--- src/xrr_pkg.sv ---
// shared constants, codes and control types for the xorshift range unit
package xrr_pkg;

  localparam int unsigned WORD_W = 32;
  localparam int unsigned CNT_W  = $clog2(WORD_W);
  localparam int unsigned MODE_W = 2;

  localparam logic [WORD_W-1:0] SEED_X = 32'd123456789;
  localparam logic [WORD_W-1:0] SEED_Y = 32'd362436069;
  localparam logic [WORD_W-1:0] SEED_Z = 32'd521288629;
  localparam logic [WORD_W-1:0] SEED_W = 32'd88675123;

  localparam int unsigned SHIFT_T_LEFT  = 11;
  localparam int unsigned SHIFT_W_RIGHT = 19;
  localparam int unsigned SHIFT_T_RIGHT = 8;

  localparam logic [MODE_W-1:0] MODE_RAW   = 2'd0;
  localparam logic [MODE_W-1:0] MODE_MOD   = 2'd1;
  localparam logic [MODE_W-1:0] MODE_RANGE = 2'd2;

  typedef struct packed {
    logic load;
    logic step;
    logic finish;
  } xrr_cmd_t;

  typedef struct packed {
    logic bypass;
    logic last;
    logic out_free;
  } xrr_status_t;

endpackage

--- src/xrr_datapath.sv ---
// generator state, bit-serial remainder unit and result register
module xrr_datapath
  import xrr_pkg::*;
(
  input  logic                     clk,
  input  logic                     rst,
  input  xrr_cmd_t                 cmd,
  output xrr_status_t              status,
  input  logic [MODE_W-1:0]        mode,
  input  logic [WORD_W-1:0]        modulus_or_high,
  input  logic signed [WORD_W-1:0] range_low,
  output logic                     out_valid,
  input  logic                     out_ready,
  output logic [WORD_W-1:0]        out_value,
  output logic                     out_dbz
);

  logic [WORD_W-1:0] word_x, word_y, word_z, word_w;
  logic [WORD_W-1:0] t_mix, w_next;
  logic [WORD_W-1:0] word, modulus, low, rem;
  logic [MODE_W-1:0] mode_q;
  logic              bypass, dbz;
  logic [CNT_W-1:0]  count;
  logic              is_div_mode;
  logic [WORD_W-1:0] modulus_next;
  logic [WORD_W:0]   rem_sh, diff;
  logic [WORD_W-1:0] result_next;

  assign t_mix  = word_x ^ (word_x << SHIFT_T_LEFT);
  assign w_next = (word_w ^ (word_w >> SHIFT_W_RIGHT)) ^ (t_mix ^ (t_mix >> SHIFT_T_RIGHT));

  assign is_div_mode  = (mode == MODE_MOD) || (mode == MODE_RANGE);
  assign modulus_next = (mode == MODE_MOD) ? modulus_or_high
                                           : modulus_or_high - WORD_W'(range_low) + 1'b1;

  assign rem_sh = {rem, word[WORD_W-1]};
  assign diff   = rem_sh - {1'b0, modulus};

  always_comb begin
    if (bypass) result_next = dbz ? '0 : word;
    else if (mode_q == MODE_RANGE) result_next = rem + low;
    else result_next = rem;
  end

  assign status.bypass   = bypass;
  assign status.last     = (count == CNT_W'(WORD_W - 1));
  assign status.out_free = !out_valid || out_ready;

  always_ff @(posedge clk) begin
    if (rst) begin
      word_x <= SEED_X;
      word_y <= SEED_Y;
      word_z <= SEED_Z;
      word_w <= SEED_W;
    end else if (cmd.load) begin
      word_x <= word_y;
      word_y <= word_z;
      word_z <= word_w;
      word_w <= w_next;
    end
  end

  always_ff @(posedge clk) begin
    if (cmd.load) begin
      word    <= w_next;
      mode_q  <= mode;
      low     <= WORD_W'(range_low);
      modulus <= modulus_next;
      bypass  <= !is_div_mode || (modulus_next == '0);
      dbz     <= is_div_mode && (modulus_next == '0);
      rem     <= '0;
      count   <= '0;
    end else if (cmd.step) begin
      rem   <= diff[WORD_W] ? rem_sh[WORD_W-1:0] : diff[WORD_W-1:0];
      word  <= word << 1;
      count <= count + 1'b1;
    end
  end

  always_ff @(posedge clk) begin
    if (rst) begin
      out_valid <= 1'b0;
    end else if (cmd.finish) begin
      out_valid <= 1'b1;
    end else if (out_ready) begin
      out_valid <= 1'b0;
    end
  end

  always_ff @(posedge clk) begin
    if (cmd.finish) begin
      out_value <= result_next;
      out_dbz   <= dbz;
    end
  end

endmodule

--- config.mk ---
export PLATFORM = sky130hd
export DESIGN_NAME = xrr_datapath
export DESIGN_NICKNAME = d
export VERILOG_FILES = /design/src/xrr_pkg.sv /design/src/xrr_datapath.sv
export SDC_FILE = /design/constraint.sdc
export NUM_CORES = 1
export LEC_CHECK = 0
export ABC_CLOCK_PERIOD_IN_PS = 5800
export BUFFER_PORTS_ARGS = -buffer_cell sky130_fd_sc_hd__buf_2
export CAP_MARGIN = 20
export CORE_MARGIN = 1.5
export CORE_UTILIZATION = 25
export CTS_CLUSTER_DIAMETER = 60
export DETAILED_ROUTE_END_ITERATION = 6
export SYNTH_ARGS = -nofsm -noshare
export SYNTH_HDL_FRONTEND = slang
export SYNTH_SLANG_ARGS = --single-unit
--- constraint.sdc ---
create_clock -name clk -period 5.8 [get_ports clk]
set_input_delay 0.87 -clock clk [delete_from_list [all_inputs] [get_ports clk]]
set_output_delay 0.87 -clock clk [all_outputs]
set_load 0.05 [all_outputs]
==> results.cfg <==
[finish]
area_delta_synth_final_pct = 14.84
final_cell_area_mm2 = 0.02067
drive_gt1_share_pct = 11.39
nFillCells = 7538
nets = 2186
stdcell_count = 2962

[sta]
fin_crit_sh_pct = 85.77
final.setup.worst_slack_ns = 0.8256
tightest_slew_ns = 0.9863
holdWs_ns = 0.4617
setup_tns_ns = 0
max_freq_mhz = 201.0
hold_viol = 0
relSlewSlack_pct = 33.41
slew_viol_final = 0
clock_skew_ns = 0.01617
finalCriticalPeriod_ns = 4.974
rsz0062_at_grt = false
finalSetupViolations = 0

[pwr]
powerDensity_mw_per_mm2 = 335.6
leakagePower_uw = 0.008676
ir_drop_uv = 165.2

[worst_setup_path]
critPathMaxStageDelay_ns = 0.54
crit_chain = buf_2 -> inv_1 -> ha_1 -> inv_1 -> ha_1 -> inv_1 -> fa_1 -> nor2b_4 -> o31a_1 -> o41a_1 -> a31oi_4 -> a21o_2 -> a211o_1 -> or4b_1 -> or4_1 -> or4_1 -> nor4_1 -> nor2b_1
path_class = input port to flop
cp_common_cell = inv_1
cp-start-kind = input port
critPathBufInv = 4
critPathMaxFanout = 8
cpMaxStageDelayCell = or4b_1
r2r_setup_slack_ns = 1.29
cp-end-kind = flop
worstPathRequired_ns = 6.21
critPathArrivalTime_ns = 5.39
crit_family = simple AND/OR/NAND/NOR gates

[place]
place_congestion = 0.8350
postPlaceCellArea_mm2 = 0.01948
pre_cts_ws_ns = 0.3098
place_inst = 2895
hpwl_mm = 35.19
port_buffers = 108

[drt]
via_per_inst = 4.667
route.detailed.drc = 0
first_iter_violations = 983
drt-total-wl_mm = 48.44
via_count = 13820
wl_per_cell_um = 16.35
first_pass_iters = 5
ant_nets = 0

[clocking]
h-tree-depth = 2
root_buffer = clkbuf_16
post_cts_buffers = 0
cts_buffers = 37
clk_latency_ns = 0.55
holdBufCountCts = 0
cts_tree = done
path_clk_slew_ns = 0.06
post_cts_resized = 0
cts_max_path_buffers = 3
clock-sinks = 299

[floorplanning]
initial_core_util_pct = 25.22
dieWidth_um = 271.3
dieArea_mm2 = 0.07361
die_y_um = 271.3
coreArea_mm2 = 0.07136
placementRows = 98
ioPinCount = 109

[synthesis]
synth_flop_cell = dfxtp_1
syn_area_mm2 = 0.01800
ys_top_cells_by_count = nor2_1, dfxtp_1, nand2_1, edfxtp_1, ha_1
ys_warn_count = 0
syn_inst = 1913
synth-edff-count = 133
yosys_register_bits = 299
async_flop_share_pct = 0
yosysMostFrequentCell = nor2_1
syn_avg_cell_area_um2 = 9.409
synth_fp_nets = 2115
synth_mux_area_share_pct = 4.734
synth-compound-area-share_pct = 18.21
yosys.area.top_type = edfxtp_1
synth-simple-area-share_pct = 14.06
synth_top_area_share_pct = 22.19
synth_xor_xnor_area_share_pct = 8.905
synthTopCellsByArea = edfxtp_1, dfxtp_1, ha_1
yosysUniqueCellTypes = 70
synth_top_family_by_area = compound AO/OA/AOI/OAI gates
synth-adder-area-share_pct = 9.162
ys_seq_area_share_pct = 40.65

[grt]
grt_max_degree = 102
overflow = 0
grt_usage_pct = 12.86
grt_pass1_wl_mm = 74.80
antenna_found_initial = 12
grt_pass1_vias = 13110

[outcome]
run_status = finished clean

[worst_hold_path]
hp-class = flop to flop

[flow_run]
max-cap-violations = 0
-- flip-flops by register name, summed over array words and instances, names as in the netlist, 5 cells and up --
register   flops
low           32
modulus       32
out_value     32
rem           32
word          32
word_w        32
word_x        32
word_y        32
word_z        32
count          5
-- worst paths after layout --
path,depth (start not counted),startpoint,end
setup / recovery,18,modulus_or_high[1],dbz
hold / removal,1,word_y[0],word_y[0]
setup reg to reg,15,word[31],rem[7]
hold reg to reg,1,word_y[0],word_y[0]
-- metal layers --
| layer | wire length [um] | global-route usage [%] |
|---|---|---|
| met5 | 88 | 0 |
| met1 | 23620 | 17.72 |
| met2 | 21070 | 20.09 |
| met4 | 1366 | 4.591 |
| met3 | 2295 | 2.264 |
-- report_power, final --
group | switching (uW) | total, uW | internal [uW] | leakage [uW]
clock network | 979 | 2290 | 1310 | 0.000585
logic | 1160 | 1940 | 783 | 0.00539
registers | 198 | 2710 | 2510 | 0.00270
-- metrics by stage --
| stage | util [%] | total power, uW |
|---|---|---|
| floorplan | - | 4158 |
| global placement | 27.30 | 4673 |
| detailed placement | 27.30 | 4680 |
| CTS | 28.96 | 7005 |
| global route | 28.96 | 7323 |
| finish | 28.96 | 6936 |
-- logic make-up (layout without fill, tap and decap cells) --
logic type	Yosys count	in the layout
other	0	2
and+or+nand+nor	544	544
xor gates and xnor gates	183	183
buffers and inverters	189	286
AOI/OAI and AO/OA	486	486
muxes	82	82
adders and majority gates	130	130
DFF	299	299
-- worst register-to-register path, cell delays in order, from the launching register on --
cell      delay [ns]
edfxtp_1        0.38
inv_1           0.15
ha_1            0.22
fa_1            0.20
nand2b_1        0.16
a21oi_1         0.15
o211ai_1        0.25
nand2_1         0.17
a21o_1          0.28
a311oi_1        0.58
a21oi_1         0.36
xnor2_2         0.77
buf_4           0.37
a211oi_1        0.09
a21oi_1         0.16
a211oi_1        0.09
-- layout by cell type, fill, tap and decap left out, drive strengths merged, types with 16 or more instances in the layout --
cell / Yosys / layout
a211oi: 16 / 16
edfxtp: 133 / 133
a21oi: 119 / 119
o21ai: 100 / 100
a21o: 49 / 49
and2: 46 / 46
nor3: 19 / 19
a311oi: 28 / 28
ha: 127 / 127
nor2: 173 / 173
mux2: 25 / 25
and3: 24 / 24
clkbuf: 74 / 43
o21a: 22 / 22
nand3: 42 / 42
mux2i: 57 / 57
nand2b: 17 / 17
xnor2: 96 / 96
a211o: 57 / 57
nor2b: 25 / 25
buf: 16 / 122
inv: 99 / 103
dfxtp: 166 / 166
xor2: 87 / 87
nand2: 159 / 159
-- cell type report --
type | instances | area [um^2] | share of cell area, %
antenna | 2 | 5.005 | 0.02421
clock buffer | 43 | 1010 | 4.885
clock inverter | 22 | 173.9 | 0.8415
inverter | 99 | 371.6 | 1.798
multi-input combinational | 1425 | 9932 | 48.05
sequential | 299 | 7317 | 35.40
tap | 950 | 1189 | 5.751
timing repair buffer | 122 | 670.6 | 3.245
No activity file was read; power rests on OpenSTA's default activity.
