### config.mk
export PLATFORM = sky130hd
export DESIGN_NAME = xrr_ctrl
export DESIGN_NICKNAME = d
export VERILOG_FILES = /design/src/xrr_pkg.sv /design/src/xrr_ctrl.sv
export SDC_FILE = /design/constraint.sdc
export NUM_CORES = 1
export LEC_CHECK = 0
export BUFFER_PORTS_ARGS = -buffer_cell sky130_fd_sc_hd__buf_2
export CORE_AREA = 2 2 39 41
export DETAILED_ROUTE_END_ITERATION = 6
export DIE_AREA = 0 0 41 43
export HOLD_SLACK_MARGIN = 0.15
export PLACE_DENSITY = 0.34
export SLEW_MARGIN = 40
export SYNTH_ARGS = -nofsm -noshare
export SYNTH_HDL_FRONTEND = slang
export SYNTH_SLANG_ARGS = --single-unit
### constraint.sdc
create_clock -name clk -period 0.85 [get_ports clk]
set_input_delay 0 -clock clk [delete_from_list [all_inputs] [get_ports clk]]
set_output_delay 0 -clock clk [all_outputs]
set_load 0.02 [all_outputs]
### src/xrr_pkg.sv
// shared constants, codes and control types for the xorshift range unit
package xrr_pkg;

  localparam int unsigned WORD_W = 32;
  localparam int unsigned CNT_W  = $clog2(WORD_W);
  localparam int unsigned MODE_W = 2;

  localparam logic [WORD_W-1:0] SEED_X = 32'd123456789;
  localparam logic [WORD_W-1:0] SEED_Y = 32'd362436069;
  localparam logic [WORD_W-1:0] SEED_Z = 32'd521288629;
  localparam logic [WORD_W-1:0] SEED_W = 32'd88675123;

  localparam int unsigned SHIFT_T_LEFT  = 11;
  localparam int unsigned SHIFT_W_RIGHT = 19;
  localparam int unsigned SHIFT_T_RIGHT = 8;

  localparam logic [MODE_W-1:0] MODE_RAW   = 2'd0;
  localparam logic [MODE_W-1:0] MODE_MOD   = 2'd1;
  localparam logic [MODE_W-1:0] MODE_RANGE = 2'd2;

  typedef struct packed {
    logic load;
    logic step;
    logic finish;
  } xrr_cmd_t;

  typedef struct packed {
    logic bypass;
    logic last;
    logic out_free;
  } xrr_status_t;

endpackage

### src/xrr_ctrl.sv
// controller state machine sequencing load, remainder steps and result write
module xrr_ctrl
  import xrr_pkg::*;
(
  input  logic        clk,
  input  logic        rst,
  input  logic        req_valid,
  output logic        req_ready,
  input  xrr_status_t status,
  output xrr_cmd_t    cmd
);

  typedef enum logic [1:0] {
    IDLE,
    RUN,
    DONE
  } state_t;

  state_t state;
  state_t state_next;

  always_comb begin
    state_next = state;
    cmd        = '0;
    req_ready  = 1'b0;
    case (state)
      IDLE: begin
        req_ready = 1'b1;
        if (req_valid) begin
          cmd.load   = 1'b1;
          state_next = RUN;
        end
      end
      RUN: begin
        if (status.bypass) begin
          state_next = DONE;
        end else begin
          cmd.step = 1'b1;
          if (status.last) state_next = DONE;
        end
      end
      DONE: begin
        if (status.out_free) begin
          cmd.finish = 1'b1;
          state_next = IDLE;
        end
      end
      default: state_next = IDLE;
    endcase
  end

  always_ff @(posedge clk) begin
    if (rst) state <= IDLE;
    else state <= state_next;
  end

endmodule

==> results.sh, run 1 <==
export IMPL_outcome="finished with violations"
export IMPL_violations="setup timing"
export IMPL_grt_pass1_wl_um=607
export IMPL_grt_max_degree=5
export IMPL_synth_distinct_cells=9
export IMPL_clock_skew_ps=3.14
export IMPL_path_buf_inv=1
export IMPL_syn_num_nets=20
export IMPL_synth_top_cell_area_share_pct=37.6
export IMPL_cts_sinks=2
export IMPL_drt_wl_total_um=346
export IMPL_p_int_mw=0.335
export IMPL_hold_ws_ps=127
export IMPL_fmax_ghz=0.964
export IMPL_ys_async_sr_fraction_pct=0
export IMPL_largest_reg_flops=2
export IMPL_worstPathArrival_ps=1040
export IMPL_synth_top_area_cell="dfxtp_1"
export IMPL_clk_pin_slew_ps=30
export IMPL_ys_ff_latch=2
export IMPL_start_kind="flop"
export IMPL_area_growth_syn_to_layout_pct=167
export IMPL_largest_registers="state (2)"
export IMPL_clkLatencyLatePin_ps=220
export IMPL_cap_violations=0
export IMPL_cp_top_family="simple AND/OR/NAND/NOR gates"
export IMPL_grt_usage_pct=5.71
export IMPL_cp_cell_sequence="or2b_1 -> nor2_1 -> buf_4"
export IMPL_place_gp_congestion=0.614
export IMPL_crit_type="flop to primary output"
export IMPL_ys_seq_area_share_pct=37.6
export IMPL_crit_slowest_cell="dfxtp_2"
export IMPL_clk_path_buf_depth=2
export IMPL_min_period_ps=1040
export IMPL_dp_slack_ps=-65.0
export IMPL_yosys_most_used_dff="dfxtp_1"
export IMPL_worstRegToRegCells=3
export IMPL_setup_viol=5
export IMPL_ir_worst_vdd_mv=0.960
export IMPL_core_area_um2=1380
export IMPL_switching_share_pct=23.3
export IMPL_setup_slack_ps=-187
export IMPL_finalMaxSlewViolations=0
export IMPL_p_leak_nw=0.136
export IMPL_syn_avg_cell_area_um2=7.60
export IMPL_top_register="state"
export IMPL_pin_count=10
export IMPL_p_comb_share_pct=29.9
export IMPL_total_power_mw=0.437
export IMPL_power_density_nw_per_um2=1540
export IMPL_synth_warnings=0
export IMPL_cp_num_cells=3
export IMPL_htreeDepth=1
export IMPL_switching_power_mw=0.102
export IMPL_drive_gt1_share_pct=59.4
export IMPL_worst_slew_pin_slew_ps=169
export IMPL_antenna_cells=0
export IMPL_numCtsBuffers=3
export IMPL_synth_top_cells_by_area="dfxtp_1 (38%), nor2_1 (18%), mux2i_1 (9.4%)"
export IMPL_final_nets=40
export IMPL_row_count=14
export IMPL_die_h_um=43
export IMPL_synthTopCellsByCount="nor2_1 (5), dfxtp_1 (2)"
export IMPL_vias=155
export IMPL_min_period_over_period_pct=122
export IMPL_seq_power_share_pct=24.3
export IMPL_start_util_pct=7.69
export IMPL_cts_tree="yes"
export IMPL_synth_edf_count=0
export IMPL_grt_pass1_vias=153
export IMPL_portBuffers=9
export IMPL_synth_area_um2=106
export IMPL_overflow=0
export IMPL_worstPathMaxFanout=4
export IMPL_antenna_found_initial=0
export IMPL_min_delay_path_class="input port to flop"
export IMPL_utilization_pct=20.5
export IMPL_synthCells=14
export IMPL_cts_root_buf="clkbuf_4"
export IMPL_worst_ep_required_time_ps=850
export IMPL_holdPathStages=4
export IMPL_first_pass_iters=1
export IMPL_yosysMostFrequentCell="nor2_1"
export IMPL_first_iter_violations=0
export IMPL_cp_end_kind="primary output"
export IMPL_clkPwrFrac_pct=45.8
export IMPL_ant_nets=0
export IMPL_slowest_delay_ps=330
export IMPL_die_width_um=41
export IMPL_relSlewSlack_pct=88.6
export IMPL_hold_viol=0
export IMPL_grt_setup_unrepaired="yes"
export IMPL_drc_errors=0
export IMPL_wl_per_cell_um=7.21
export IMPL_post_drt_via_cell_ratio=3.23
export IMPL_fillCellCount=159
export IMPL_die_area_um2=1760
final cells by class:
class | count | area [um2] | share of cell area [%]
Timing Repair Buffer | 15 | 123 | 43.2
Inverter | 1 | 3.75 | 1.32
Tap cell | 16 | 20.0 | 7.05
Multi-Input combinational cell | 11 | 72.6 | 25.6
Clock buffer | 3 | 22.5 | 7.93
Sequential cell | 2 | 42.5 | 15.0
metrics by stage:
| stage | std cells | area [um2] | setup TNS (ps) |
|---|---|---|---|
| after floorplan | 14 | 110 | -23.2 |
| after global placement | 41 | 190 | -82.0 |
| after detailed placement | 41 | 190 | -65.0 |
| after CTS | 47 | 273 | -624 |
| after global routing | 48 | 284 | -950 |
| final | 48 | 284 | -676 |
final timing paths:
check / startpoint / end / slack (ps)
worst min register to register: state[1] / state[0] / 430
worst max-delay path: state[1] / cmd[0] / -190
worst max register to register: state[1] / state[1] / -80
worst min-delay path: status[1] / state[0] / 130
cell usage in the layout (no fill, tap or decap), drive strengths merged:
master       netlist  routed
nand2b             1       1
dfxtp              2       2
nor2               5       5
mux2i              1       1
inv                1       1
clkbuf             0       3
and2               1       1
or2b               1       1
o22a               1       1
dlygate4sd3        0       3
nor3               1       1
buf                0      12
power groups by stage:
stage          sequential, mW  clock, mW  combinational [mW]
2_1_floorplan           0.108          0              0.0431
3_3_place_gp            0.107          0              0.0854
3_5_place_dp            0.106          0              0.0842
4_1_cts                 0.106      0.212               0.121
5_1_grt                 0.108      0.221               0.142
6_report                0.106      0.200               0.131
worst reg2reg max path, stage by stage (launching register included):
cell	delay, ps
dfxtp_2	330
or2b_1	240
o22a_1	210
nor2_1	70
layer usage:
layer	vias to the layer above	share of wire [%]	wire length (um)	track usage, %
met2	10	27	95	5.00
met5	-	0	0	0
li1	83	-	-	-
met3	0	13	46	4.71
met1	62	59	205	8.31
met4	0	0	0	4.00
logic make-up (layout without fill, tap and decap cells):
kind of cell	after synthesis	in the layout	share of synthesized area, %
AND/OR/NAND/NOR	9	9	41.2
multiplexers	1	1	9.41
flip-flops	2	2	37.6
buffers and inverters	1	19	3.53
AO/OA/AOI/OAI	1	1	8.24
what timing repair did:
action | in CTS | in global routing
hold buffers | 3 | 0
pin swaps | 3 | 2
gates resized for setup | 10 | 1
buffers inserted | 0 | 1
hold endpoints to repair | 2 | 0
setup endpoints to repair | 5 | 6
No activity file was read; power rests on OpenSTA's default activity.
==> run 2: changes to the inputs <==
- ABC_AREA: unset -> 1
- ABC_CLOCK_PERIOD_IN_PS: unset -> 850
- PLACE_DENSITY: 0.34 -> 0.36
==> run 2 against run 1 <==
Against the previous run: hold slack worse by 76 ps; the flow still finishes with violations (setup timing); first-iteration DRC count grew 2; critical path depth increased by 1; clock power grew 3%; synthesized cell count rose by 43%.
==> results.sh, run 2 <==
export IMPL_outcome="finished with violations"
export IMPL_violations="setup timing"
export IMPL_setup_viol=3
export IMPL_hold_ws_ps=50.5
export IMPL_synth_distinct_cells=9
export IMPL_clkLatencyLatePin_ps=220
export IMPL_hpwl_um=260
export IMPL_yosysMostFrequentCell="inv_1"
export IMPL_overflow=0
export IMPL_grt_setup_unrepaired="yes"
export IMPL_switching_share_pct=27.2
export IMPL_vias=173
export IMPL_first_iter_violations=2
export IMPL_cp_top_family="flip-flops"
export IMPL_finalMaxSlewViolations=0
export IMPL_grt_pass1_vias=168
export IMPL_antenna_found_initial=0
export IMPL_synth_top_area_cell="dfxtp_1"
export IMPL_die_h_um=43
export IMPL_grt_pass1_wl_um=621
export IMPL_grt_max_degree=6
export IMPL_ys_async_sr_fraction_pct=0
export IMPL_syn_num_nets=26
export IMPL_pin_count=10
export IMPL_stdcell_count=54
export IMPL_min_period_ps=904
export IMPL_cts_tree="yes"
export IMPL_final_cell_mix="buf_2 (5), buf_4 (5), dlygate4sd3_1 (4)"
export IMPL_placed_cells=45
export IMPL_final_nets=46
export IMPL_area_growth_syn_to_layout_pct=142
export IMPL_cts_sinks=2
export IMPL_worstPathMaxFanout=4
export IMPL_fin_area_um2=309
export IMPL_largest_registers="state (2)"
export IMPL_cts_root_buf="clkbuf_4"
export IMPL_numCtsBuffers=3
export IMPL_portBuffers=9
export IMPL_cp_cell_sequence="inv_2 -> nand2_1 -> nor2_1 -> buf_4"
export IMPL_p_int_mw=0.322
export IMPL_largest_reg_flops=2
export IMPL_power_density_nw_per_um2=1430
export IMPL_setup_slack_ps=-53.5
export IMPL_drc_errors=0
export IMPL_clk_path_buf_depth=2
export IMPL_synth_top_cells_by_area="dfxtp_1 (31%), inv_1 (15%), a21oi_2 (14%)"
export IMPL_relSlewSlack_pct=91.9
export IMPL_ys_seq_area_share_pct=31.4
export IMPL_path_buf_inv=2
export IMPL_fmax_ghz=1.11
export IMPL_ant_nets=0
export IMPL_ys_ff_latch=2
export IMPL_ir_worst_vdd_mv=0.622
export IMPL_worstPathArrival_ps=900
export IMPL_start_kind="flop"
export IMPL_hold_viol=0
export IMPL_drt_wl_total_um=358
export IMPL_first_pass_iters=2
export IMPL_synthTopCellsByCount="inv_1 (5), nand2_1 (4)"
export IMPL_place_gp_congestion=0.646
export IMPL_wl_per_cell_um=6.63
export IMPL_synth_warnings=0
export IMPL_cp_end_kind="primary output"
export IMPL_grt_usage_pct=5.72
export IMPL_p_leak_nw=0.149
export IMPL_htreeDepth=1
export IMPL_start_util_pct=9.22
export IMPL_total_power_mw=0.442
export IMPL_slowest_delay_ps=320
export IMPL_synth_area_um2=128
export IMPL_worst_slew_pin_slew_ps=121
export IMPL_p_comb_share_pct=28.7
export IMPL_clk_pin_slew_ps=30
export IMPL_synth_top_cell_area_share_pct=31.4
export IMPL_core_area_um2=1380
export IMPL_clkPwrFrac_pct=46.6
export IMPL_post_drt_via_cell_ratio=3.20
export IMPL_synthCells=20
export IMPL_dp_slack_ps=96.4
export IMPL_utilization_pct=22.3
export IMPL_place_area_um2=193
export IMPL_die_width_um=41
export IMPL_crit_slowest_cell="dfxtp_2"
export IMPL_yosys_most_used_dff="dfxtp_1"
export IMPL_antenna_cells=0
export IMPL_drive_gt1_share_pct=68.4
export IMPL_crit_type="flop to primary output"
export IMPL_cap_violations=0
export IMPL_seq_power_share_pct=24.7
export IMPL_worst_ep_required_time_ps=850
export IMPL_min_delay_path_class="input port to flop"
export IMPL_hold_buffers=4
export IMPL_clock_skew_ps=0.198
export IMPL_synth_edf_count=0
export IMPL_fin_tns_setup_ps=-148
export IMPL_die_area_um2=1760
export IMPL_min_period_over_period_pct=106
export IMPL_switching_power_mw=0.120
export IMPL_row_count=14
export IMPL_top_register="state"
export IMPL_syn_avg_cell_area_um2=6.38
[run 2: tightest hold or removal path: cells and delay by family]
kind	cells	cell delay (ps)
compound gates	1	50
simple gates	1	80
buf+inv	1	100
[run 2: per-layer routing]
layer / part of all wire [%] / routed length, um / vias to the layer above / global-route usage (%)
met1: 50 / 180 / 70 / 7.37
met4: 0 / 0 / 0 / 4.00
met2: 41 / 146 / 8 / 5.94
met5: 0 / 0 / - / 0
met3: 8.7 / 31 / 0 / 4.71
li1: - / - / 95 / -
[run 2: kinds of logic after synthesis]
| logic type | after synthesis | share of synthesized area, % |
|---|---|---|
| and+or+nand+nor | 11 | 40.2 |
| buffers and inverters | 5 | 14.7 |
| DFF | 2 | 31.4 |
| AOI/OAI and AO/OA | 2 | 13.7 |
[run 2: power groups by stage]
| stage | Sequential (mW) | Clock, mW | Combinational (mW) |
|---|---|---|---|
| floorplan | 0.107 | 0 | 0.0506 |
| finish | 0.109 | 0.206 | 0.127 |
| detailed placement | 0.108 | 0 | 0.0817 |
| global route | 0.110 | 0.236 | 0.138 |
| global placement | 0.108 | 0 | 0.0816 |
| CTS | 0.110 | 0.219 | 0.114 |
[run 2: cell type report]
class                   count  area (um2)
clock buffers               3        22.5
fillers                   158        1070
inverters                   5        18.8
multi-input cells          13        88.8
flip-flops and latches      2        45.0
well taps                  16        20.0
repair buffers             15         114
[run 2: repair_timing]
action,4_1_cts,5_1_grt
setup endpoints to repair,4,6
hold endpoints to repair,2,1
resized for setup,11,4
pin swaps,2,2
setup buffers,1,1
[run 2: worst paths after layout]
path              cells after the start  slack, ps       end       from
hold / removal                        3         50  state[0]  req_valid
setup reg to reg                      5          0  state[0]   state[0]
hold reg to reg                       2        540  state[1]   state[1]
setup / recovery                      4        -50    cmd[0]   state[0]
==> run 3: changes to the inputs <==
- ABC_CLOCK_PERIOD_IN_PS: 850 -> unset
- GPL_TIMING_DRIVEN: unset -> 0
==> run 3 against run 2 <==
Against the previous run: the flow still finishes with violations (setup timing); count of clock-buffer cells in the layout unchanged; register-to-register slack is essentially flat; via count shrank 1.2%; clock power is essentially flat.
==> results.sh, run 3 (synthesis gave the netlist of run 2 again) <==
export IMPL_largest_reg_flops=2
export IMPL_core_area_um2=1380
export IMPL_hold_viol=0
export IMPL_cp_end_kind="primary output"
export IMPL_die_h_um=43
export IMPL_drc_errors=0
export IMPL_pin_count=10
export IMPL_layout_commonest_cell="buf_2"
export IMPL_htreeDepth=1
export IMPL_outcome="finished with violations"
export IMPL_clk_path_buf_depth=2
export IMPL_crit_type="flop to primary output"
export IMPL_grt_pass1_vias=159
export IMPL_relSlewSlack_pct=91.8
export IMPL_cts_tree="yes"
export IMPL_final_cell_mix="buf_2 (5), nand2_1 (4), dlygate4sd3_1 (4), buf_4 (4)"
export IMPL_numCtsBuffers=3
export IMPL_start_kind="flop"
export IMPL_post_drt_via_cell_ratio=3.17
export IMPL_worstPathMaxFanout=5
export IMPL_vias=171
export IMPL_antenna_found_initial=0
export IMPL_multiInputGateArea_um2=78.8
export IMPL_wl_per_cell_um=6.65
export IMPL_stdcell_count=54
export IMPL_fillCellCount=159
export IMPL_grt_usage_pct=5.22
export IMPL_min_period_ps=911
export IMPL_clock_skew_ps=0.387
export IMPL_largest_registers="state (2)"
export IMPL_fin_tns_setup_ps=-169
export IMPL_die_width_um=41
export IMPL_grt_max_degree=6
export IMPL_min_period_over_period_pct=107
export IMPL_drt_wl_total_um=359
export IMPL_overflow=0
export IMPL_clkLatencyLatePin_ps=220
export IMPL_antenna_cells=0
export IMPL_cts_root_buf="clkbuf_4"
export IMPL_place_gp_congestion=0.626
export IMPL_regArea_um2=45.0
export IMPL_placed_cells=45
export IMPL_worstPathArrival_ps=910
export IMPL_violations="setup timing"
export IMPL_hold_ws_ps=127
export IMPL_fmax_ghz=1.10
export IMPL_grt_setup_unrepaired="yes"
export IMPL_first_pass_iters=2
export IMPL_worst_slew_pin_slew_ps=122
export IMPL_final_nets=46
export IMPL_grt_pass1_wl_um=565
export IMPL_setup_viol=4
export IMPL_dp_slack_ps=98.5
export IMPL_die_area_um2=1760
export IMPL_worst_ep_required_time_ps=850
export IMPL_top_register="state"
export IMPL_cts_sinks=2
export IMPL_hpwl_um=258
export IMPL_start_util_pct=9.22
export IMPL_p_leak_nw=0.148
export IMPL_setup_slack_ps=-60.7
export IMPL_cap_violations=0
export IMPL_clk_pin_slew_ps=30
export IMPL_min_delay_path_class="input port to flop"
export IMPL_finalMaxSlewViolations=0
export IMPL_drive_gt1_share_pct=63.2
export IMPL_area_growth_syn_to_layout_pct=137
export IMPL_ant_nets=0
export IMPL_hold_buffers=4
export IMPL_power_density_nw_per_um2=1470
export IMPL_first_iter_violations=2
export IMPL_row_count=14
export IMPL_ir_worst_vdd_mv=0.665
export IMPL_portBuffers=9
run 3: cell count changes in the layout (fill, tap and decap cells not counted):
cell     previous run  this run
nand2_2             3         1
buf_4               5         4
nor2_2              0         1
nand2_1             2         4
nor2_4              2         1
buf_6               1         2
run 3: power breakdown:
group	total [mW]	internal, mW	switching (mW)
sequential	0.110	0.101	0.00928
clock	0.208	0.156	0.0526
combinational	0.127	0.0688	0.0579
total	0.445	0.325	0.120
run 3: cell type report:
| type | instances | area share, % |
|---|---|---|
| repair buffers | 15 | 38.8 |
| multi-input cells | 13 | 26.0 |
| clock buffers | 3 | 7.44 |
| well taps | 16 | 6.61 |
| flip-flops and latches | 2 | 14.9 |
| inverters | 5 | 6.20 |
run 3: worst max-delay path, cell delays in order, from the launching register on:
cell and delay (ps):
dfxtp_4 360, nor2_4 110, nand2_2 70, inv_2 50, buf_6 100
run 3: path summary, 6_finish.rpt:
check	startpoint	to	slack [ps]	cells past startpoint
setup / recovery	state[1]	cmd[2]	-60	4
hold / removal	req_valid	state[0]	130	4
setup reg to reg	state[0]	state[0]	0	5
hold reg to reg	state[1]	state[1]	550	2
run 3: per-stage QoR:
stage                     utilization (%)  instance area (um2)  total power, mW
after floorplan                         -                  128            0.158
after global placement               13.9                  193            0.190
after detailed placement             13.9                  193            0.190
after CTS                            21.1                  292            0.448
after global routing                 21.9                  303            0.490
final                                21.9                  303            0.445
run 3: per-layer routing:
layer / routed length [um] / up-vias / track usage [%]
met5: 0 / - / 0
met4: 0 / 0 / 4.00
met3: 39 / 0 / 4.71
met2: 142 / 8 / 5.31
met1: 176 / 68 / 6.41
li1: - / 95 / -
run 3: timing repair:
action / in CTS / in global routing
resized for setup: 12 / 1
setup buffers: 1 / 1
setup endpoints to repair: 4 / 6
hold endpoints to repair: 2 / 1
pin swaps: 2 / 3
